==> src/sv/sgh_pkg.sv <==
package sgh_pkg;

  // Field widths of the items and registers.
  localparam int MODE_W   = 2;
  localparam int CELL_W   = 6;
  localparam int SAMPLE_W = 12;
  localparam int OCC_W    = 2;
  localparam int TRIG_W   = 12;
  localparam int ALPHA_W  = 8;
  localparam int SUM_W    = 23;
  localparam int CFG_IDX_W  = 1;
  localparam int CFG_DATA_W = 12;

  // Divider geometry: a 24-bit dividend, a 13-bit divisor and a
  // 12-bit quotient, two quotient bits resolved in each stage.
  localparam int DVD_W          = 24;
  localparam int DIV_W          = 13;
  localparam int STEPS_PER_STAGE = 2;
  localparam int DIV_STAGES     = SAMPLE_W / STEPS_PER_STAGE;

  localparam int RELEASE_GAP = 10;
  localparam logic [SAMPLE_W-1:0] SAMPLE_MAX = '1;

  // Item modes.
  localparam logic [MODE_W-1:0] MODE_DETECT = 2'd0;
  localparam logic [MODE_W-1:0] MODE_ACCUM  = 2'd1;
  localparam logic [MODE_W-1:0] MODE_FINISH = 2'd2;

  // Occupancy codes.
  localparam logic [OCC_W-1:0] OCC_NONE = 2'd0;
  localparam logic [OCC_W-1:0] OCC_POS  = 2'd1;
  localparam logic [OCC_W-1:0] OCC_NEG  = 2'd2;

  // Register indexes.
  localparam logic [CFG_IDX_W-1:0] CFG_TRIGGER = 1'd0;
  localparam logic [CFG_IDX_W-1:0] CFG_ALPHA   = 1'd1;

  typedef struct packed {
    logic [MODE_W-1:0]   mode;
    logic [CELL_W-1:0]   cell_index;
    logic [SAMPLE_W-1:0] sample;
  } in_item_t;

  typedef struct packed {
    logic [CELL_W-1:0]   cell_out;
    logic [OCC_W-1:0]    cell_state;
    logic [SAMPLE_W-1:0] smoothed;
    logic [SAMPLE_W-1:0] baseline;
  } out_item_t;

  typedef struct packed {
    logic [TRIG_W-1:0]  set_level;
    logic [ALPHA_W-1:0] alpha_divisor;
  } cfg_t;

  // Everything that is kept for one cell.
  typedef struct packed {
    logic [SAMPLE_W-1:0] avg;
    logic [SAMPLE_W-1:0] base;
    logic [OCC_W-1:0]    occ;
    logic [SUM_W-1:0]    sum;
  } rec_t;

  // What travels with an item through the divider.
  typedef struct packed {
    logic [MODE_W-1:0] mode;
    logic [CELL_W-1:0] cell_idx;
    rec_t              rec;
    logic              clamp;
  } tag_t;

  // Partial state of the long division.
  typedef struct packed {
    logic [DIV_W-1:0]    rem;
    logic [SAMPLE_W-1:0] lo;
    logic [SAMPLE_W-1:0] q;
  } div_st_t;

  // Front queue head as seen by the back part.
  typedef struct packed {
    logic     valid;
    in_item_t item;
  } head_t;

  // One restoring division step: brings in the next dividend bit.
  function automatic div_st_t div_step(div_st_t st, logic [DIV_W-1:0] dv);
    logic [DIV_W:0] sh;
    div_st_t        nx;
    sh = {st.rem, st.lo[SAMPLE_W-1]};
    nx.lo = {st.lo[SAMPLE_W-2:0], 1'b0};
    if (sh >= {1'b0, dv}) begin
      nx.rem = DIV_W'(sh - {1'b0, dv});
      nx.q   = {st.q[SAMPLE_W-2:0], 1'b1};
    end else begin
      nx.rem = sh[DIV_W-1:0];
      nx.q   = {st.q[SAMPLE_W-2:0], 1'b0};
    end
    return nx;
  endfunction

  // Factory baseline of each cell, repeating every 64 cells.
  function automatic logic [SAMPLE_W-1:0] default_baseline(logic [CELL_W-1:0] i);
    logic [SAMPLE_W-1:0] v;
    case (i)
      6'd0: v = 12'd2062;  6'd1: v = 12'd1972;  6'd2: v = 12'd2033;  6'd3: v = 12'd1975;
      6'd4: v = 12'd1972;  6'd5: v = 12'd1993;  6'd6: v = 12'd2005;  6'd7: v = 12'd2013;
      6'd8: v = 12'd2013;  6'd9: v = 12'd1952;  6'd10: v = 12'd1950; 6'd11: v = 12'd1971;
      6'd12: v = 12'd2000; 6'd13: v = 12'd1993; 6'd14: v = 12'd1931; 6'd15: v = 12'd2063;
      6'd16: v = 12'd2042; 6'd17: v = 12'd1936; 6'd18: v = 12'd1996; 6'd19: v = 12'd2013;
      6'd20: v = 12'd1940; 6'd21: v = 12'd2053; 6'd22: v = 12'd1946; 6'd23: v = 12'd1973;
      6'd24: v = 12'd2020; 6'd25: v = 12'd2040; 6'd26: v = 12'd2035; 6'd27: v = 12'd2047;
      6'd28: v = 12'd2035; 6'd29: v = 12'd1947; 6'd30: v = 12'd1986; 6'd31: v = 12'd2004;
      6'd32: v = 12'd1948; 6'd33: v = 12'd1992; 6'd34: v = 12'd1984; 6'd35: v = 12'd2037;
      6'd36: v = 12'd1976; 6'd37: v = 12'd1960; 6'd38: v = 12'd2017; 6'd39: v = 12'd1937;
      6'd40: v = 12'd1945; 6'd41: v = 12'd1940; 6'd42: v = 12'd1955; 6'd43: v = 12'd2040;
      6'd44: v = 12'd2027; 6'd45: v = 12'd2024; 6'd46: v = 12'd1982; 6'd47: v = 12'd1969;
      6'd48: v = 12'd1974; 6'd49: v = 12'd1963; 6'd50: v = 12'd1943; 6'd51: v = 12'd1977;
      6'd52: v = 12'd1980; 6'd53: v = 12'd1972; 6'd54: v = 12'd1986; 6'd55: v = 12'd2035;
      6'd56: v = 12'd2063; 6'd57: v = 12'd1960; 6'd58: v = 12'd1957; 6'd59: v = 12'd1958;
      6'd60: v = 12'd1987; 6'd61: v = 12'd2043; 6'd62: v = 12'd2027; 6'd63: v = 12'd1929;
      default: v = 12'd2000;
    endcase
    return v;
  endfunction

endpackage

==> src/sv/sgh_back.sv <==
module sgh_back
  import sgh_pkg::*;
#(
  parameter int CELLS     = 64,
  parameter int CAL_SCANS = 2000
) (
  input  logic      clk,
  input  logic      rst,
  input  cfg_t      cfg,
  input  head_t     head,
  output logic      pop,
  output logic      out_valid,
  input  logic      out_stall,
  output out_item_t out_item
);

  localparam int IW = (CELLS > 1) ? $clog2(CELLS) : 1;
  localparam int NCELL = 1 << CELL_W;
  localparam logic [DVD_W:0] CLAMP_LIM = (DVD_W+1)'(CAL_SCANS * (1 << SAMPLE_W));
  localparam logic [DIV_W-1:0] CAL_DIV = DIV_W'(CAL_SCANS);

  // Cell index wrapped into the grid, worked out at elaboration.
  logic [CELL_W-1:0] wrap_tab [NCELL];
  for (genvar g = 0; g < NCELL; g++) begin : g_wrap
    assign wrap_tab[g] = CELL_W'(g % CELLS);
  end

  // Per-cell store with a written flag for each entry.
  rec_t       mem [CELLS];
  logic       cell_vld [CELLS];

  logic              adv;
  logic              issue;
  logic              hazard;
  logic [CELL_W-1:0] iss_cell;

  logic              s1_v;
  in_item_t          s1_item;
  logic [CELL_W-1:0] s1_cell;
  rec_t              rd_rec;
  logic              rd_vld;

  logic              s2_v;
  tag_t              s2_tag;
  div_st_t           s2_st;
  logic [DIV_W-1:0]  s2_div;

  logic              d_v   [DIV_STAGES];
  tag_t              d_tag [DIV_STAGES];
  div_st_t           d_st  [DIV_STAGES];
  logic [DIV_W-1:0]  d_div [DIV_STAGES];
  logic [CELL_W-1:0] d_cell [DIV_STAGES];

  // The whole pipe moves unless a finished item waits at the output.
  assign adv      = !(out_valid && out_stall);
  assign iss_cell = wrap_tab[head.item.cell_index];

  // An item may not start while an earlier item for the same cell is in flight.
  always_comb begin
    hazard = (s1_v && s1_cell == iss_cell) || (s2_v && s2_tag.cell_idx == iss_cell);
    for (int k = 0; k < DIV_STAGES; k++) begin
      if (d_v[k] && d_cell[k] == iss_cell) begin
        hazard = 1'b1;
      end
    end
  end

  assign issue = adv && head.valid && !hazard;
  assign pop   = issue;

  // Stage one: registered read of the cell store.
  always_ff @(posedge clk) begin
    if (issue) begin
      rd_rec  <= mem[IW'(iss_cell)];
      rd_vld  <= cell_vld[IW'(iss_cell)];
      s1_item <= head.item;
      s1_cell <= iss_cell;
    end
  end

  // Current record of the cell, or its reset value if never written.
  rec_t                cur;
  logic [ALPHA_W-1:0]  n_eff;
  logic [19:0]         prod;
  logic [DVD_W-1:0]    dvd;
  logic [DIV_W-1:0]    dvs;
  logic [SUM_W:0]      acc;
  tag_t                s1_tag;

  always_comb begin
    if (rd_vld) begin
      cur = rd_rec;
    end else begin
      cur.avg  = '0;
      cur.base = default_baseline(s1_cell);
      cur.occ  = OCC_NONE;
      cur.sum  = '0;
    end
    n_eff = (cfg.alpha_divisor == '0) ? ALPHA_W'(1) : cfg.alpha_divisor;
    prod  = {12'd0, n_eff - 1'b1} * {8'd0, cur.avg};
    acc   = {1'b0, cur.sum} + (SUM_W+1)'(s1_item.sample);

    s1_tag.mode     = s1_item.mode;
    s1_tag.cell_idx = s1_cell;
    s1_tag.rec      = cur;
    s1_tag.clamp    = ({1'b0, DVD_W'(cur.sum)} >= CLAMP_LIM);
    dvd = '0;
    dvs = DIV_W'(1);
    case (s1_item.mode)
      MODE_DETECT: begin
        dvd = DVD_W'(prod) + DVD_W'(s1_item.sample);
        dvs = DIV_W'(n_eff);
      end
      MODE_ACCUM: begin
        s1_tag.rec.sum = acc[SUM_W] ? {SUM_W{1'b1}} : acc[SUM_W-1:0];
      end
      MODE_FINISH: begin
        dvd = DVD_W'(cur.sum);
        dvs = CAL_DIV;
      end
      default: begin
        dvd = '0;
      end
    endcase
  end

  // Stage two: loaded divider input, high dividend bits as the first remainder.
  always_ff @(posedge clk) begin
    if (adv) begin
      s2_tag    <= s1_tag;
      s2_div    <= dvs;
      s2_st.rem <= DIV_W'(dvd[DVD_W-1:SAMPLE_W]);
      s2_st.lo  <= dvd[SAMPLE_W-1:0];
      s2_st.q   <= '0;
    end
  end

  // Divider stages, two quotient bits each.
  always_ff @(posedge clk) begin
    if (adv) begin
      d_st[0]   <= div_step(div_step(s2_st, s2_div), s2_div);
      d_tag[0]  <= s2_tag;
      d_div[0]  <= s2_div;
      d_cell[0] <= s2_tag.cell_idx;
      for (int k = 1; k < DIV_STAGES; k++) begin
        d_st[k]   <= div_step(div_step(d_st[k-1], d_div[k-1]), d_div[k-1]);
        d_tag[k]  <= d_tag[k-1];
        d_div[k]  <= d_div[k-1];
        d_cell[k] <= d_cell[k-1];
      end
    end
  end

  // Stage valids.
  always_ff @(posedge clk) begin
    if (rst) begin
      s1_v <= 1'b0;
      s2_v <= 1'b0;
      for (int k = 0; k < DIV_STAGES; k++) begin
        d_v[k] <= 1'b0;
      end
    end else if (adv) begin
      s1_v   <= issue;
      s2_v   <= s1_v;
      d_v[0] <= s2_v;
      for (int k = 1; k < DIV_STAGES; k++) begin
        d_v[k] <= d_v[k-1];
      end
    end
  end

  // Write-back: classify, build the new record and the result.
  tag_t                 wb_tag;
  rec_t                 wb_rec;
  logic [SAMPLE_W-1:0]  quo;
  logic signed [SAMPLE_W:0]   diff;
  logic [SAMPLE_W:0]          mag;
  logic signed [TRIG_W+1:0]   rel_th;
  logic [OCC_W-1:0]           pol;
  logic                       wb_v;

  assign wb_tag = d_tag[DIV_STAGES-1];
  assign wb_v   = d_v[DIV_STAGES-1];
  assign quo    = d_st[DIV_STAGES-1].q;

  always_comb begin
    wb_rec = wb_tag.rec;
    diff   = $signed({1'b0, quo}) - $signed({1'b0, wb_tag.rec.base});
    mag    = diff[SAMPLE_W] ? (SAMPLE_W+1)'(-diff) : diff;
    rel_th = $signed({2'b00, cfg.set_level}) - (TRIG_W+2)'(RELEASE_GAP);
    pol    = (diff > 0) ? OCC_POS : OCC_NEG;
    case (wb_tag.mode)
      MODE_DETECT: begin
        wb_rec.avg = quo;
        if (wb_tag.rec.occ == OCC_NONE) begin
          wb_rec.occ = (mag > {1'b0, cfg.set_level}) ? pol : OCC_NONE;
        end else if ($signed({1'b0, mag}) < rel_th) begin
          wb_rec.occ = OCC_NONE;
        end else begin
          wb_rec.occ = pol;
        end
      end
      MODE_FINISH: begin
        wb_rec.avg  = wb_tag.clamp ? SAMPLE_MAX : quo;
        wb_rec.base = wb_tag.clamp ? SAMPLE_MAX : quo;
        wb_rec.sum  = '0;
      end
      default: begin
        wb_rec = wb_tag.rec;
      end
    endcase
  end

  // Store update.
  always_ff @(posedge clk) begin
    if (adv && wb_v) begin
      mem[IW'(wb_tag.cell_idx)] <= wb_rec;
    end
  end

  always_ff @(posedge clk) begin
    if (rst) begin
      for (int i = 0; i < CELLS; i++) begin
        cell_vld[i] <= 1'b0;
      end
    end else if (adv && wb_v) begin
      cell_vld[IW'(wb_tag.cell_idx)] <= 1'b1;
    end
  end

  // Raw cell index carried alongside for the echo.
  logic [CELL_W-1:0] raw_s1;
  logic [CELL_W-1:0] raw_s2;
  logic [CELL_W-1:0] raw_cell_q [DIV_STAGES];

  always_ff @(posedge clk) begin
    if (issue) begin
      raw_s1 <= head.item.cell_index;
    end
    if (adv) begin
      raw_s2        <= raw_s1;
      raw_cell_q[0] <= raw_s2;
      for (int k = 1; k < DIV_STAGES; k++) begin
        raw_cell_q[k] <= raw_cell_q[k-1];
      end
    end
  end

  // Output register.
  always_ff @(posedge clk) begin
    if (rst) begin
      out_valid <= 1'b0;
    end else if (adv) begin
      out_valid <= wb_v;
    end
  end

  always_ff @(posedge clk) begin
    if (adv && wb_v) begin
      out_item.cell_out   <= raw_cell_q[DIV_STAGES-1];
      out_item.cell_state <= wb_rec.occ;
      out_item.smoothed   <= wb_rec.avg;
      out_item.baseline   <= wb_rec.base;
    end
  end

  // The store-read and divider set-up stages never hold two items for one cell together.
  assert property (@(posedge clk) disable iff (rst)
    s1_v && s2_v |-> s1_cell != s2_tag.cell_idx)
    else $error("two items for one cell in the first stages");

  // An item leaves the queue only when one is there.
  assert property (@(posedge clk) disable iff (rst) pop |-> head.valid)
    else $error("queue popped while empty");

  // A finish item loads average and baseline with the same value.
  assert property (@(posedge clk) disable iff (rst)
    wb_v && wb_tag.mode == MODE_FINISH |-> wb_rec.avg == wb_rec.base)
    else $error("finish item left average and baseline apart");

  // A held output keeps the pipe frozen.
  assert property (@(posedge clk) disable iff (rst)
    out_valid && out_stall |=> $stable(s1_v) && $stable(s2_v))
    else $error("pipe moved while the output was held");

endmodule

==> config.mk <==
export PLATFORM = sky130hd
export DESIGN_NAME = sgh_back
export DESIGN_NICKNAME = d
export VERILOG_FILES = /design/src/sv/sgh_pkg.sv /design/src/sv/sgh_back.sv
export SDC_FILE = /design/constraint.sdc
export NUM_CORES = 2
export LEC_CHECK = 0
export BUFFER_PORTS_ARGS = -buffer_cell sky130_fd_sc_hd__buf_4
export CORE_MARGIN = 2
export CORE_UTILIZATION = 50
export CTS_CLUSTER_SIZE = 14
export DETAILED_ROUTE_END_ITERATION = 6
export GPL_TIMING_DRIVEN = 0
export PLACE_DENSITY = 0.69
export SETUP_SLACK_MARGIN = 0.3
export SLEW_MARGIN = 20
export SYNTH_ARGS = -nofsm -noshare
export SYNTH_HDL_FRONTEND = slang
export SYNTH_MEMORY_MAX_BITS = 65536
export SYNTH_SLANG_ARGS = --single-unit
==> constraint.sdc <==
create_clock -name clk -period 65.5 [get_ports clk]
set_input_delay 6.55 -clock clk [delete_from_list [all_inputs] [get_ports clk]]
set_output_delay 6.55 -clock clk [all_outputs]
set_load 0.02 [all_outputs]
==> impl_metrics.yaml <==
yosys:
  synth_seq_area_share_pct: 73.5
  ys_seq_elements: 3940
  synthFlopType: "edfxtp_1"
  synth_area_um2: 160000
  avgSynthCellArea_um2: 20.3
  async_reset_ff_share_pct: 0
  ys_types: 84
  ys_warn_count: 0
  synth_nets: 8227
  synth_edf_count: 3864
  synthCells: 7862
routing:
  drtAntennaViolNets: 0
  finalWirelength_um: 432000
  vias: 82700
  drt_first_pass_iters: 6
  wl_per_cell_um: 32.8
  viasPerCell: 6.29
  drc: 0
  drtIter0Drc: 11700
setup_path:
  start_kind: "input pin"
  worstSetupEndpointType: "output pin"
  reg2regPathDepth: 20
  path_max_fanout: 45
  arrival_ns: 10.63
  worstPathRequired_ns: 58.95
  startpoint: "head[17]"
  r2r_start: "rd_vld$_DFFE_PP_"
  crit_type: "input pin to output pin"
power_and_ir_drop:
  peakVddDrop_mv: 0.0363
  finalPower_mw: 6.26
  p_leak_nw: 61.9
  power_density_nw_per_um2: 33.7
cts:
  insertion_delay_ns: 0.98
  cts_tree: "done"
  holdBufCountCts: 0
  cts.reportedPaths.clkPinSlew_ns: 0.06
  cts.sinks: 3940
  htreeDepth: 5
  cts_setup_buffers: 0
  root_buffer: "clkbuf_16"
  ctsResizeCount: 0
  cts_buffer_depth: 4
  numCtsBuffers: 389
die:
  rows: 207
  fp.dieW_um: 569
  die_area_um2: 324000
  io_pins: 78
  core_area_um2: 318000
  die_h_um: 569
  start_util_pct: 50.3
sta:
  hold_violations: 0
  rsz0062_at_grt: "no"
  fin_crit_ns: 17.18
  hold_slack_ns: 0.376
  setup-tns-final_ns: 0
  finClkSkew_ns: 0.0800
  max_freq_mhz: 58.2
  period_share_pct: 26.2
  max_slew_margin_pct: 8.67
  maxSlewViolCount: 0
  worst_slack_ns: 48.32
  setup_violations: 0
  worst_slew_pin_slew_ns: 1.36
grt:
  grt_usage_pct: 26.6
  grt_pass1_vias: 82700
  overflow: 0
  antenna_found_initial: 39
  grt_max_degree: 66
  grt_pass1_wl_um: 610000
finish:
  nNetsFinal: 8989
  mostFrequentLayoutCells: "edfxtp_1, mux4_2, clkbuf_16"
  drive_gt1_share_pct: 26.1
  final_common_cell: "edfxtp_1"
  area_growth_pct: 16.3
  fillCellCount: 22300
min_path:
  holdPathStages: 0
  hp-class: "flop to flop"
  hp-start: "s2_tag[14]$_DFFE_PN_"
placed_design:
  portBuffers: 76
  gp_congestion: 0.877
  dp_slack_ns: 48.49
  hpwl_um: 306000
run:
  maxCapViolations: 0
status:
  status: "complete, no violations"
layout make-up:
class,instances,area [µm²],area share [%]
Sequential cell,3940,118000,63.3
Antenna cell,37,92.6,0.0498
Clock buffer,481,10200,5.49
Buffer,336,1420,0.766
Inverter,318,1200,0.645
Tap cell,4180,5230,2.81
Timing Repair Buffer,371,7290,3.92
Clock inverter,231,2240,1.20
Multi-Input combinational cell,3268,40600,21.8
worst paths after layout:
kind / slack, ns / to
worst max register to register: 57.73 / s2_st[30]$_DFFE_PN_
worst min-delay path: 0.38 / d_tag[0][14]$_DFFE_PN_
worst min register to register: 0.38 / d_tag[0][14]$_DFFE_PN_
worst max-delay path: 48.32 / pop
synthesized netlist by cell type, types with 17 or more instances:
| cell | number | share of area [%] |
|---|---|---|
| a211oi_1 | 21 | 0.099 |
| a21o_1 | 49 | 0.23 |
| a21oi_1 | 164 | 0.51 |
| a31oi_1 | 26 | 0.10 |
| and2_1 | 61 | 0.24 |
| and3_1 | 19 | 0.074 |
| buf_1 | 75 | 0.18 |
| buf_2 | 27 | 0.085 |
| clkbuf_1 | 229 | 0.54 |
| dfxtp_1 | 76 | 0.95 |
| edfxtp_1 | 3864 | 73 |
| fa_1 | 85 | 1.1 |
| ha_1 | 236 | 1.8 |
| inv_1 | 318 | 0.75 |
| mux2_2 | 91 | 0.64 |
| mux2i_1 | 53 | 0.33 |
| mux4_2 | 1041 | 15 |
| nand2_1 | 206 | 0.48 |
| nand2b_1 | 34 | 0.13 |
| nand3_1 | 40 | 0.13 |
| nand3b_1 | 17 | 0.080 |
| nand4_1 | 42 | 0.16 |
| nor2_1 | 397 | 0.93 |
| nor2b_1 | 39 | 0.15 |
| nor3_1 | 64 | 0.20 |
| nor4_1 | 25 | 0.098 |
| o211ai_1 | 20 | 0.094 |
| o21a_1 | 19 | 0.089 |
| o21ai_0 | 129 | 0.40 |
| o21bai_1 | 19 | 0.089 |
| or2_2 | 21 | 0.082 |
| xnor2_1 | 124 | 0.68 |
| xor2_1 | 53 | 0.29 |
metrics by stage:
step	instances	cell area, µm²	util [%]
finish	13200	186000	58.4
global route	13200	186000	58.4
CTS	13100	186000	58.4
detailed placement	12400	173000	54.5
global placement	12100	166000	52.1
floorplan	7862	160000	-
flip-flops by register name, indices dropped and copies added, names as in the netlist, 6 cells and up, named ones only:
register and cells:
d_div 45, s2_tag 58, s1_cell 6, raw_cell_q 15, d_st 137, d_v 6
s2_div 9, rd_rec 49, s1_item 14, cell_vld 64, s2_st 23, mem 3136
d_tag 333, out_item 32
where the power goes:
group          leakage, nW  total [mW]  internal [mW]  switching [mW]
clock                 6.03        2.18           1.22           0.965
sequential            37.0        2.96           2.91          0.0420
combinational         18.8        1.12          0.483           0.642
critical path, stage by stage:
cell      delay, ns
buf_4          0.09
buf_2          0.20
buf_2          0.69
xnor2_1        0.20
nand4_1        0.12
nor4_1         0.52
nor2_1         0.15
nand3_2        0.23
buf_2          0.31
clkbuf_1       0.55
inv_4          0.36
buf_16         0.30
buf_4          0.25
per-layer routing:
metal  GRT usage, %  share of wire [%]
met1           34.9                 36
met3           4.99                9.6
met4           12.4                5.2
met2           43.4                 49
met5              0              0.017
cells by family after synthesis:
family | after synthesis | share of synthesized area (%)
AOI/OAI and AO/OA | 582 | 2.37
xor gates and xnor gates | 177 | 0.970
adders and majority gates | 321 | 2.91
buffers and inverters | 654 | 1.57
DFF | 3940 | 73.5
muxes | 1191 | 15.7
and+or+nand+nor | 997 | 2.93
Note: power is estimated with default switching activity, not from simulation.
