==> src/sv/sgh_pkg.sv <==
package sgh_pkg;

  // Field widths of the items and registers.
  localparam int MODE_W   = 2;
  localparam int CELL_W   = 6;
  localparam int SAMPLE_W = 12;
  localparam int OCC_W    = 2;
  localparam int TRIG_W   = 12;
  localparam int ALPHA_W  = 8;
  localparam int SUM_W    = 23;
  localparam int CFG_IDX_W  = 1;
  localparam int CFG_DATA_W = 12;

  // Divider geometry: a 24-bit dividend, a 13-bit divisor and a
  // 12-bit quotient, two quotient bits resolved in each stage.
  localparam int DVD_W          = 24;
  localparam int DIV_W          = 13;
  localparam int STEPS_PER_STAGE = 2;
  localparam int DIV_STAGES     = SAMPLE_W / STEPS_PER_STAGE;

  localparam int RELEASE_GAP = 10;
  localparam logic [SAMPLE_W-1:0] SAMPLE_MAX = '1;

  // Item modes.
  localparam logic [MODE_W-1:0] MODE_DETECT = 2'd0;
  localparam logic [MODE_W-1:0] MODE_ACCUM  = 2'd1;
  localparam logic [MODE_W-1:0] MODE_FINISH = 2'd2;

  // Occupancy codes.
  localparam logic [OCC_W-1:0] OCC_NONE = 2'd0;
  localparam logic [OCC_W-1:0] OCC_POS  = 2'd1;
  localparam logic [OCC_W-1:0] OCC_NEG  = 2'd2;

  // Register indexes.
  localparam logic [CFG_IDX_W-1:0] CFG_TRIGGER = 1'd0;
  localparam logic [CFG_IDX_W-1:0] CFG_ALPHA   = 1'd1;

  typedef struct packed {
    logic [MODE_W-1:0]   mode;
    logic [CELL_W-1:0]   cell_index;
    logic [SAMPLE_W-1:0] sample;
  } in_item_t;

  typedef struct packed {
    logic [CELL_W-1:0]   cell_out;
    logic [OCC_W-1:0]    cell_state;
    logic [SAMPLE_W-1:0] smoothed;
    logic [SAMPLE_W-1:0] baseline;
  } out_item_t;

  typedef struct packed {
    logic [TRIG_W-1:0]  set_level;
    logic [ALPHA_W-1:0] alpha_divisor;
  } cfg_t;

  // Everything that is kept for one cell.
  typedef struct packed {
    logic [SAMPLE_W-1:0] avg;
    logic [SAMPLE_W-1:0] base;
    logic [OCC_W-1:0]    occ;
    logic [SUM_W-1:0]    sum;
  } rec_t;

  // What travels with an item through the divider.
  typedef struct packed {
    logic [MODE_W-1:0] mode;
    logic [CELL_W-1:0] cell_idx;
    rec_t              rec;
    logic              clamp;
  } tag_t;

  // Partial state of the long division.
  typedef struct packed {
    logic [DIV_W-1:0]    rem;
    logic [SAMPLE_W-1:0] lo;
    logic [SAMPLE_W-1:0] q;
  } div_st_t;

  // Front queue head as seen by the back part.
  typedef struct packed {
    logic     valid;
    in_item_t item;
  } head_t;

  // One restoring division step: brings in the next dividend bit.
  function automatic div_st_t div_step(div_st_t st, logic [DIV_W-1:0] dv);
    logic [DIV_W:0] sh;
    div_st_t        nx;
    sh = {st.rem, st.lo[SAMPLE_W-1]};
    nx.lo = {st.lo[SAMPLE_W-2:0], 1'b0};
    if (sh >= {1'b0, dv}) begin
      nx.rem = DIV_W'(sh - {1'b0, dv});
      nx.q   = {st.q[SAMPLE_W-2:0], 1'b1};
    end else begin
      nx.rem = sh[DIV_W-1:0];
      nx.q   = {st.q[SAMPLE_W-2:0], 1'b0};
    end
    return nx;
  endfunction

  // Factory baseline of each cell, repeating every 64 cells.
  function automatic logic [SAMPLE_W-1:0] default_baseline(logic [CELL_W-1:0] i);
    logic [SAMPLE_W-1:0] v;
    case (i)
      6'd0: v = 12'd2062;  6'd1: v = 12'd1972;  6'd2: v = 12'd2033;  6'd3: v = 12'd1975;
      6'd4: v = 12'd1972;  6'd5: v = 12'd1993;  6'd6: v = 12'd2005;  6'd7: v = 12'd2013;
      6'd8: v = 12'd2013;  6'd9: v = 12'd1952;  6'd10: v = 12'd1950; 6'd11: v = 12'd1971;
      6'd12: v = 12'd2000; 6'd13: v = 12'd1993; 6'd14: v = 12'd1931; 6'd15: v = 12'd2063;
      6'd16: v = 12'd2042; 6'd17: v = 12'd1936; 6'd18: v = 12'd1996; 6'd19: v = 12'd2013;
      6'd20: v = 12'd1940; 6'd21: v = 12'd2053; 6'd22: v = 12'd1946; 6'd23: v = 12'd1973;
      6'd24: v = 12'd2020; 6'd25: v = 12'd2040; 6'd26: v = 12'd2035; 6'd27: v = 12'd2047;
      6'd28: v = 12'd2035; 6'd29: v = 12'd1947; 6'd30: v = 12'd1986; 6'd31: v = 12'd2004;
      6'd32: v = 12'd1948; 6'd33: v = 12'd1992; 6'd34: v = 12'd1984; 6'd35: v = 12'd2037;
      6'd36: v = 12'd1976; 6'd37: v = 12'd1960; 6'd38: v = 12'd2017; 6'd39: v = 12'd1937;
      6'd40: v = 12'd1945; 6'd41: v = 12'd1940; 6'd42: v = 12'd1955; 6'd43: v = 12'd2040;
      6'd44: v = 12'd2027; 6'd45: v = 12'd2024; 6'd46: v = 12'd1982; 6'd47: v = 12'd1969;
      6'd48: v = 12'd1974; 6'd49: v = 12'd1963; 6'd50: v = 12'd1943; 6'd51: v = 12'd1977;
      6'd52: v = 12'd1980; 6'd53: v = 12'd1972; 6'd54: v = 12'd1986; 6'd55: v = 12'd2035;
      6'd56: v = 12'd2063; 6'd57: v = 12'd1960; 6'd58: v = 12'd1957; 6'd59: v = 12'd1958;
      6'd60: v = 12'd1987; 6'd61: v = 12'd2043; 6'd62: v = 12'd2027; 6'd63: v = 12'd1929;
      default: v = 12'd2000;
    endcase
    return v;
  endfunction

endpackage

==> src/sv/sgh_front.sv <==
module sgh_front
  import sgh_pkg::*;
(
  input  logic     clk,
  input  logic     rst,
  input  logic     in_valid,
  output logic     in_stall,
  input  in_item_t in_item,
  input  logic     pop,
  output head_t    head
);

  localparam int QD  = 4;
  localparam int PW  = $clog2(QD);

  in_item_t       q_mem [QD];
  logic [PW-1:0]  wr_ptr;
  logic [PW-1:0]  rd_ptr;
  logic [PW:0]    count;
  logic           push;

  // The queue refuses items only when every slot is taken.
  assign in_stall = (count == (PW+1)'(QD));
  assign push     = in_valid && !in_stall;

  assign head.valid = (count != '0);
  assign head.item  = q_mem[rd_ptr];

  // Slot storage.
  always_ff @(posedge clk) begin
    if (push) begin
      q_mem[wr_ptr] <= in_item;
    end
  end

  // Pointers and fill level.
  always_ff @(posedge clk) begin
    if (rst) begin
      wr_ptr <= '0;
      rd_ptr <= '0;
      count  <= '0;
    end else begin
      if (push) begin
        wr_ptr <= wr_ptr + 1'b1;
      end
      if (pop) begin
        rd_ptr <= rd_ptr + 1'b1;
      end
      if (push && !pop) begin
        count <= count + 1'b1;
      end else if (pop && !push) begin
        count <= count - 1'b1;
      end
    end
  end

endmodule

==> config.mk <==
export PLATFORM = sky130hd
export DESIGN_NAME = sgh_front
export DESIGN_NICKNAME = d
export VERILOG_FILES = /design/src/sv/sgh_pkg.sv /design/src/sv/sgh_front.sv
export SDC_FILE = /design/constraint.sdc
export NUM_CORES = 1
export LEC_CHECK = 0
export BUFFER_PORTS_ARGS = -buffer_cell sky130_fd_sc_hd__buf_2
export CELL_PAD_IN_SITES_DETAIL_PLACEMENT = 1
export CELL_PAD_IN_SITES_GLOBAL_PLACEMENT = 2
export CORE_MARGIN = 2
export CORE_UTILIZATION = 46
export DETAILED_ROUTE_END_ITERATION = 8
export PLACE_DENSITY = 0.9
export SYNTH_ARGS = -nofsm -noshare
export SYNTH_HDL_FRONTEND = slang
export SYNTH_SLANG_ARGS = --single-unit
==> constraint.sdc <==
create_clock -name clk -period 5.7 [get_ports clk]
set_input_delay 0.855 -clock clk [delete_from_list [all_inputs] [get_ports clk]]
set_output_delay 0.855 -clock clk [all_outputs]
set_load 0.1 [all_outputs]
==> impl_metrics.json, run 1 <==
{
  "pin_count": 46,
  "cts_buffers": 9,
  "antenna_found_initial": 0,
  "synth_edf_count": 80,
  "stdcell_count": 307,
  "synthCells": 152,
  "grt_max_degree": 21,
  "wl_per_cell_um": 18.6,
  "antennaDiodeCount": 0,
  "outcome": "complete, no violations",
  "crit_end": "head[6]",
  "use_met1_pct": 20.9,
  "synth.most_common_cell": "edfxtp_1",
  "synth_top_flop_cell": "edfxtp_1",
  "initial_utilization_pct": 46.9,
  "fmax_ghz": 0.331,
  "synth_top_area_share_pct": 71.8,
  "hold_viol": 0,
  "clock-sinks": 89,
  "die_height_um": 89.3,
  "rr_startpoint": "count[0]$_SDFFE_PP0P_",
  "maxSlewViolCount": 0,
  "first_global_vias": 1678,
  "crit_path_end_kind": "primary output",
  "syn_avg_cell_area_um2": 22.0,
  "peakVddDrop_mv": 0.297,
  "ys_ff_latch": 89,
  "rsz0062_at_grt": "no",
  "synthDistinctLibCells": 20,
  "setup_ws_ns": 2.68,
  "pre_cts_slack_ns": 2.96,
  "syn-cell-area_um2": 3350,
  "r2r_end": "count[2]$_SDFFE_PP0P_",
  "syn_nets": 182,
  "die_area_um2": 7970,
  "ys_top_cells_by_count": "edfxtp_1 (80), mux4_2 (20), dfxtp_1 (9)",
  "tightest_slew_ns": 1.15,
  "finalCriticalPeriod_ns": 3.02,
  "worst-setup-path-type": "flop to primary output",
  "synthArstFlopShare_pct": 0,
  "start_kind": "flop",
  "htree_levels": 3,
  "cts_resized": 0,
  "crit_fanout": 20,
  "r2r_cells": 8,
  "core.rowCount": 31,
  "routed_wl_um": 5720,
  "area_delta_synth_final_pct": 14.1,
  "vias": 1594,
  "clk_pin_slew_ns": 0.08,
  "powerDensity_nw_per_um2": 424,
  "dp_cells": 292,
  "gr-usage-met2_pct": 23.9,
  "synth_warnings": 0,
  "core_area_um2": 7140,
  "hold_class": "flop to flop",
  "post_cts_buffers": 0,
  "io_buffers": 45,
  "worstSkewPairLatency_ns": 0.35,
  "slew_headroom_pct": 23.0,
  "p_leak_uw": 0.00131,
  "ys_seq_area_share_pct": 77.2,
  "r2r_slack_ns": 3.43,
  "grt_pass1_wl_um": 8840,
  "grt_usage_pct": 15.7,
  "skew_ns": 0.0122,
  "die_w_um": 89.3,
  "synth.area.top_cells": "edfxtp_1 (72%), mux4_2 (13%), dfxtp_1 (5.4%)",
  "finalSetupTns_ns": 0,
  "grt.busiest_layer": "met2",
  "viasPerCell": 5.19,
  "met3_usage_pct": 4.25,
  "detail_route.first_pass.iterations": 5,
  "clk_path_buf_depth": 2,
  "max_cap_viol_count": 0,
  "grt_overflow_total": 0,
  "post-dp-hpwl_um": 3600,
  "gp_congestion": 0.661,
  "arrival_ns": 2.17,
  "timing.final.crit_share_pct": 53.0,
  "drt_iter0_markers": 84,
  "antenna_left": 0,
  "num-nets-final": 234,
  "setup_viol": 0,
  "synth_top_area_cell": "edfxtp_1",
  "crit_required_ns": 4.85,
  "layout-drive-gt1-share_pct": 38.0,
  "cts_hold_buf": 0,
  "cts_tree": "done",
  "drcViolationCount": 0,
  "clockRootBuffer": "clkbuf_8"
}
## cell families after synthesis
kind of cell	count (synthesis)	share of synthesized area, %
fa+ha+maj	6	2.47
flops	89	77.2
compound gates	4	0.598
mux	22	14.1
buf+inv	10	1.64
xor+xnor	4	1.05
simple gates	17	3.03
## worst min-delay path by stage
stage                                      start                      to  slack, ns  cells after the start
final                      count[2]$_SDFFE_PP0P_   count[2]$_SDFFE_PP0P_       0.52                      2
after global routing      wr_ptr[0]$_SDFFE_PP0P_  wr_ptr[0]$_SDFFE_PP0P_       0.57                      2
after CTS                  count[2]$_SDFFE_PP0P_   count[2]$_SDFFE_PP0P_       0.53                      2
after detailed placement   count[2]$_SDFFE_PP0P_   count[2]$_SDFFE_PP0P_       0.51                      2
after global placement     count[2]$_SDFFE_PP0P_   count[2]$_SDFFE_PP0P_       0.48                      2
after floorplan            count[2]$_SDFFE_PP0P_   count[2]$_SDFFE_PP0P_       0.47                      2
## stage by stage
stage / total power [uW] / area [um2] / hold slack (ns) / util (%)
after global placement: 1270 / 3670 / 0.481 / 51.4
after detailed placement: 1280 / 3670 / 0.513 / 51.4
after CTS: 1630 / 3820 / 0.526 / 53.5
after global routing: 1670 / 3820 / 0.568 / 53.5
after floorplan: 1200 / 3350 / 0.466 / -
final: 1620 / 3820 / 0.518 / 53.5
## state kept, by name, indices dropped and copies added, names as in the netlist, named ones only
register	flops
q_mem	80
wr_ptr	2
count	3
rd_ptr	2
## worst max-delay path: stages (launching register included)
cell and delay (ns):
dfxtp_1 0.99, mux4_2 0.39, buf_2 0.44
## cell type report
class / count / area (um2)
Sequential cell: 89 / 2580
Timing Repair Buffer: 46 / 233
Clock buffer: 11 / 131
Clock inverter: 4 / 21.3
Inverter: 5 / 18.8
Tap cell: 99 / 124
Multi-Input combinational cell: 53 / 709
Fill cell: 680 / 3320
## report_power, final
group          switching, uW  internal [uW]
registers               29.9            776
clock network            203            154
logic                    358           97.7
## placed cells by master, fill, tap and decap left out, drive strengths merged
cell	synthesis	final
a21oi	2	2
nor3b	1	1
nor2	6	6
xnor2	1	1
clkinvlp	0	1
buf	4	46
or3	3	3
edfxtp	80	80
inv	5	5
nand2b	2	2
mux4	20	20
clkinv	0	3
clkbuf	1	11
and2	4	4
mux2i	2	2
xor2	3	3
o21ai	2	2
dfxtp	9	9
nand2	1	1
ha	5	5
fa	1	1
## metal layers
| layer | part of all wire, % | routed length (um) |
|---|---|---|
| met3 | 4.3 | 243 |
| met5 | 0 | 0 |
| met4 | 2.5 | 142 |
| met2 | 48 | 2730 |
| met1 | 46 | 2600 |
Note: power is estimated with default switching activity, not from simulation.
==> inputs of run 2 (changes only) <==
--- a/config.mk
+++ b/config.mk
@@ -9,9 +9,9 @@
 export CELL_PAD_IN_SITES_DETAIL_PLACEMENT = 1
 export CELL_PAD_IN_SITES_GLOBAL_PLACEMENT = 2
 export CORE_MARGIN = 2
-export CORE_UTILIZATION = 46
+export CORE_UTILIZATION = 39
 export DETAILED_ROUTE_END_ITERATION = 8
-export PLACE_DENSITY = 0.9
+export PLACE_DENSITY = 0.82
 export SYNTH_ARGS = -nofsm -noshare
 export SYNTH_HDL_FRONTEND = slang
 export SYNTH_SLANG_ARGS = --single-unit
==> constraint.sdc (replaced) <==
create_clock -name clk -period 2.6 [get_ports clk]
set_input_delay 0.39 -clock clk [delete_from_list [all_inputs] [get_ports clk]]
set_output_delay 0.39 -clock clk [all_outputs]
set_load 0.1 [all_outputs]
==> impl_metrics.json, run 2 (synthesis results as in run 1) <==
{
  "core_area_um2": 8260,
  "reg_top3": "q_mem: 80 flops, count: 3 flops",
  "hold_class": "input port to flop",
  "area_delta_synth_final_pct": 17.8,
  "grt_overflow_total": 0,
  "antennaDiodeCount": 0,
  "antenna_left": 0,
  "tightest_slew_ns": 0.492,
  "r2r_cells": 8,
  "die_height_um": 96.6,
  "antenna_found_initial": 0,
  "top_register": "q_mem",
  "grt_max_degree": 21,
  "holdWs_ns": 0.261,
  "grt_pass1_wl_um": 9460,
  "holdPathEnd": "q_mem[3][10]$_DFFE_PP_",
  "slew_headroom_pct": 67.4,
  "hold_viol": 0,
  "crit_required_ns": 2.21,
  "clk_pin_slew_ns": 0.09,
  "gp_congestion": 0.656,
  "num-nets-final": 239,
  "detail_route.first_pass.iterations": 4,
  "first_global_vias": 1772,
  "peakVddDrop_mv": 0.727,
  "clk_path_buf_depth": 2,
  "finalCriticalPeriod_ns": 2.31,
  "core.rowCount": 33,
  "start_kind": "flop",
  "final_common_cell": "edfxtp_1",
  "drt_iter0_markers": 43,
  "rsz0062_at_grt": "no",
  "routed_wl_um": 5810,
  "cts_buffers": 9,
  "timing.final.crit_share_pct": 88.8,
  "initial_utilization_pct": 40.5,
  "worstSkewPairLatency_ns": 0.34,
  "setup_viol": 0,
  "finalSetupTns_ns": 0,
  "pin_count": 46,
  "wl_per_cell_um": 18.2,
  "skew_ns": 0.00369,
  "layout-drive-gt1-share_pct": 40.7,
  "cts_resized": 0,
  "max_cap_viol_count": 0,
  "r2r_end": "count[2]$_SDFFE_PP0P_",
  "hp-start": "in_item[10]",
  "crit_path_end_kind": "primary output",
  "outcome": "complete, no violations",
  "cts_hold_buf": 0,
  "p_leak_uw": 0.00137,
  "die_w_um": 96.6,
  "clockRootBuffer": "clkbuf_8",
  "die_area_um2": 9340,
  "arrival_ns": 1.92,
  "rr_startpoint": "count[0]$_SDFFE_PP0P_",
  "r2r_slack_ns": 0.40,
  "final_cell_mix": "edfxtp_1 (80), buf_2 (45), mux4_2 (20)",
  "cts_tree": "done",
  "post_cts_buffers": 0,
  "io_buffers": 45,
  "clock-sinks": 89,
  "grt_usage_pct": 13.4,
  "drcViolationCount": 0,
  "worst-setup-path-type": "flop to primary output",
  "viasPerCell": 4.90,
  "crit_fanout": 20,
  "maxSlewViolCount": 0,
  "min_path_cells": 1,
  "htree_levels": 3,
  "largest_reg_flops": 80,
  "post-dp-hpwl_um": 3850,
  "vias": 1563,
  "powerDensity_nw_per_um2": 958,
  "fmax_ghz": 0.433
}
-- run 2: critical path: stages, from the launching register on --
cell and delay, ns:
dfxtp_1 0.32, buf_4 0.37, mux4_2 0.57, buf_2 0.31
-- run 2: power breakdown --
group	internal (uW)	total, uW	switching (uW)
Sequential	1700	1750	54.7
Combinational	225	1010	788
Clock	539	1010	471
-- run 2: worst max-delay path by stage --
stage                               start                    end  slack, ns  depth (start not counted)
global route        count[0]$_SDFFE_PP0P_  count[2]$_SDFFE_PP0P_       0.17                          8
finish                               flop               head[11]       0.29                          3
CTS                                  flop                head[0]       0.24                          3
floorplan           count[1]$_SDFFE_PP0P_  count[2]$_SDFFE_PP0P_       0.07                          8
global placement                 in_valid  count[2]$_SDFFE_PP0P_       0.42                          9
detailed placement  count[0]$_SDFFE_PP0P_  count[2]$_SDFFE_PP0P_       0.38                          8
-- run 2: per-stage QoR --
step | std cells | instance area, um2 | total power, uW | setup slack, ns | util, %
3_3_place_gp | 303 | 3720 | 2790 | 0.418 | 45.1
4_1_cts | 319 | 3940 | 3830 | 0.242 | 47.7
6_report | 319 | 3940 | 3780 | 0.291 | 47.7
2_1_floorplan | 152 | 3350 | 2630 | 0.0693 | -
3_5_place_dp | 303 | 3720 | 2820 | 0.384 | 45.1
5_1_grt | 319 | 3940 | 3930 | 0.174 | 47.7
-- run 2: layout make-up --
cell class | count | area (um2)
Clock buffer | 9 | 124
Clock inverter | 7 | 92.6
Fill cell | 790 | 4320
Inverter | 5 | 18.8
Multi-Input combinational cell | 53 | 709
Sequential cell | 89 | 2580
Tap cell | 105 | 131
Timing Repair Buffer | 51 | 283
-- run 2: per-layer routing --
metal / up-vias / GRT usage, % / part of all wire (%)
met3: 7 / 4.12 / 5.3
met1: 794 / 15.7 / 40
met2: 44 / 23.0 / 54
met5: - / 0 / 0
li1: 718 / - / -
met4: 0 / 5.74 / 1.5
==> inputs of run 3 (changes only) <==
--- a/config.mk
+++ b/config.mk
@@ -9,9 +9,9 @@
 export CELL_PAD_IN_SITES_DETAIL_PLACEMENT = 1
 export CELL_PAD_IN_SITES_GLOBAL_PLACEMENT = 2
 export CORE_MARGIN = 2
-export CORE_UTILIZATION = 39
+export CORE_UTILIZATION = 30
 export DETAILED_ROUTE_END_ITERATION = 8
-export PLACE_DENSITY = 0.82
+export PLACE_DENSITY = 0.68
 export SYNTH_ARGS = -nofsm -noshare
 export SYNTH_HDL_FRONTEND = slang
 export SYNTH_SLANG_ARGS = --single-unit
==> impl_metrics.json, run 3 (synthesis results as in run 1) <==
{
  "crit_path_end_kind": "primary output",
  "stdcell_count": 354,
  "io_buffers": 45,
  "layout-drive-gt1-share_pct": 41.6,
  "antenna_found_initial": 0,
  "viasPerCell": 4.40,
  "grt_max_degree": 21,
  "skew_ns": 0.00866,
  "outcome": "complete, no violations",
  "clk_path_buf_depth": 2,
  "detail_route.first_pass.iterations": 4,
  "arrival_ns": 1.92,
  "start_kind": "flop",
  "clock-sinks": 89,
  "worst-setup-path-type": "flop to primary output",
  "r2r_slack_ns": 0.39,
  "timing.final.crit_share_pct": 88.8,
  "rr_startpoint": "count[0]$_SDFFE_PP0P_",
  "drt_iter0_markers": 38,
  "maxSlewViolCount": 0,
  "crit_fanout": 13,
  "tightest_slew_ns": 0.487,
  "finalSetupTns_ns": 0,
  "top_register": "q_mem",
  "first_global_vias": 1705,
  "cts_tree": "done",
  "gp_congestion": 0.628,
  "fmax_ghz": 0.433,
  "vias": 1557,
  "core.rowCount": 38,
  "crit_family": "buffers and inverters",
  "total_power_uw": 3750,
  "die_height_um": 110,
  "num-nets-final": 239,
  "clk_pin_slew_ns": 0.08,
  "r2r_end": "count[2]$_SDFFE_PP0P_",
  "core_area_um2": 10800,
  "setup_viol": 0,
  "post-dp-hpwl_um": 3710,
  "final_core_util_pct": 37.4,
  "slew_headroom_pct": 67.7,
  "peakVddDrop_mv": 0.619,
  "die_w_um": 110,
  "cts_resized": 0,
  "crit_required_ns": 2.21,
  "final_cell_mix": "edfxtp_1 (80), buf_2 (39), mux4_2 (20)",
  "largest_reg_flops": 80,
  "wl_per_cell_um": 16.6,
  "rsz0062_at_grt": "no",
  "antenna_left": 0,
  "antennaDiodeCount": 0,
  "grt_pass1_wl_um": 9080,
  "pin_count": 46,
  "grt_usage_pct": 10.8,
  "min_path_cells": 1,
  "area_delta_synth_final_pct": 21.1,
  "finalCriticalPeriod_ns": 2.31,
  "crit_slowest_cell": "dfxtp_2",
  "htree_levels": 3,
  "final_common_cell": "edfxtp_1",
  "r2r_cells": 8,
  "hp-start": "in_item[1]",
  "dp_cells": 338,
  "worstPathCellList": "buf_12 -> mux4_2 -> buf_2",
  "p_leak_uw": 0.00140,
  "placed_cell_area_um2": 3860,
  "post_cts_buffers": 0,
  "hold_viol": 0,
  "drcViolationCount": 0,
  "cts_hold_buf": 0,
  "clockRootBuffer": "clkbuf_8",
  "hold_class": "input port to flop",
  "die_area_um2": 12000,
  "worstSkewPairLatency_ns": 0.35,
  "cts_buffers": 9,
  "reg_top3": "q_mem: 80 flops, count: 3 flops",
  "grt_overflow_total": 0,
  "holdPathEnd": "q_mem[1][1]$_DFFE_PP_",
  "path_buf_inv": 2,
  "routed_wl_um": 5870,
  "initial_utilization_pct": 30.9,
  "slowest_delay_ns": 0.52,
  "max_cap_viol_count": 0,
  "fillers": 1096,
  "powerDensity_nw_per_um2": 926,
  "final_area_um2": 4050
}
==> run 3: stage by stage <==
step / worst slack [ns] / hold slack, ns
CTS: 0.223 / 0.234
finish: 0.291 / 0.255
floorplan: 0.0693 / 0.466
detailed placement: 0.350 / 0.512
global placement: 0.467 / 0.481
global route: 0.159 / 0.232
==> run 3: layout make-up <==
type                       count  area (um2)  share of cell area [%]
clock buffer                   9         124                    3.06
clock inverter                 7        70.1                    1.73
inverter                       5        18.8                   0.463
multi-input combinational     53         709                    17.5
sequential                    89        2580                    63.7
tap                          140         175                    4.32
timing repair buffer          51         373                    9.20
==> run 3: routing by layer <==
metal	part of all wire [%]	track usage [%]	up-vias	wire (um)
met4	1.7	4.61	0	99
met2	52	18.6	37	3070
li1	-	-	723	-
met5	0	0	-	0
met3	4.5	3.73	8	265
met1	42	12.3	789	2440
==> run 3: worst reg2reg max path, stage by stage, from the launching register on <==
cell and delay, ns:
dfxtp_1 0.46, nor3b_4 0.08, nor2_1 0.30, ha_1 0.26, inv_1 0.06, fa_1 0.37
xor2_1 0.15, or3_1 0.30, a21oi_1 0.15
==> run 3: power by group <==
group / leakage, uW / total (uW) / switching [uW] / internal, uW
combinational: 0.000492 / 1090 / 799 / 288
sequential: 0.000808 / 1750 / 56.5 / 1700
clock: 0.0000994 / 911 / 467 / 444
total: 0.00140 / 3750 / 1320 / 2430
==> run 3: worst max path at each step <==
stage	slack (ns)	end	cells after the start	startpoint
after floorplan	0.07	count[2]$_SDFFE_PP0P_	8	count[1]$_SDFFE_PP0P_
after global placement	0.47	count[2]$_SDFFE_PP0P_	9	in_valid
after detailed placement	0.35	count[2]$_SDFFE_PP0P_	8	count[0]$_SDFFE_PP0P_
after CTS	0.22	head[6]	3	flop
after global routing	0.16	head[6]	3	flop
final	0.29	head[6]	3	flop
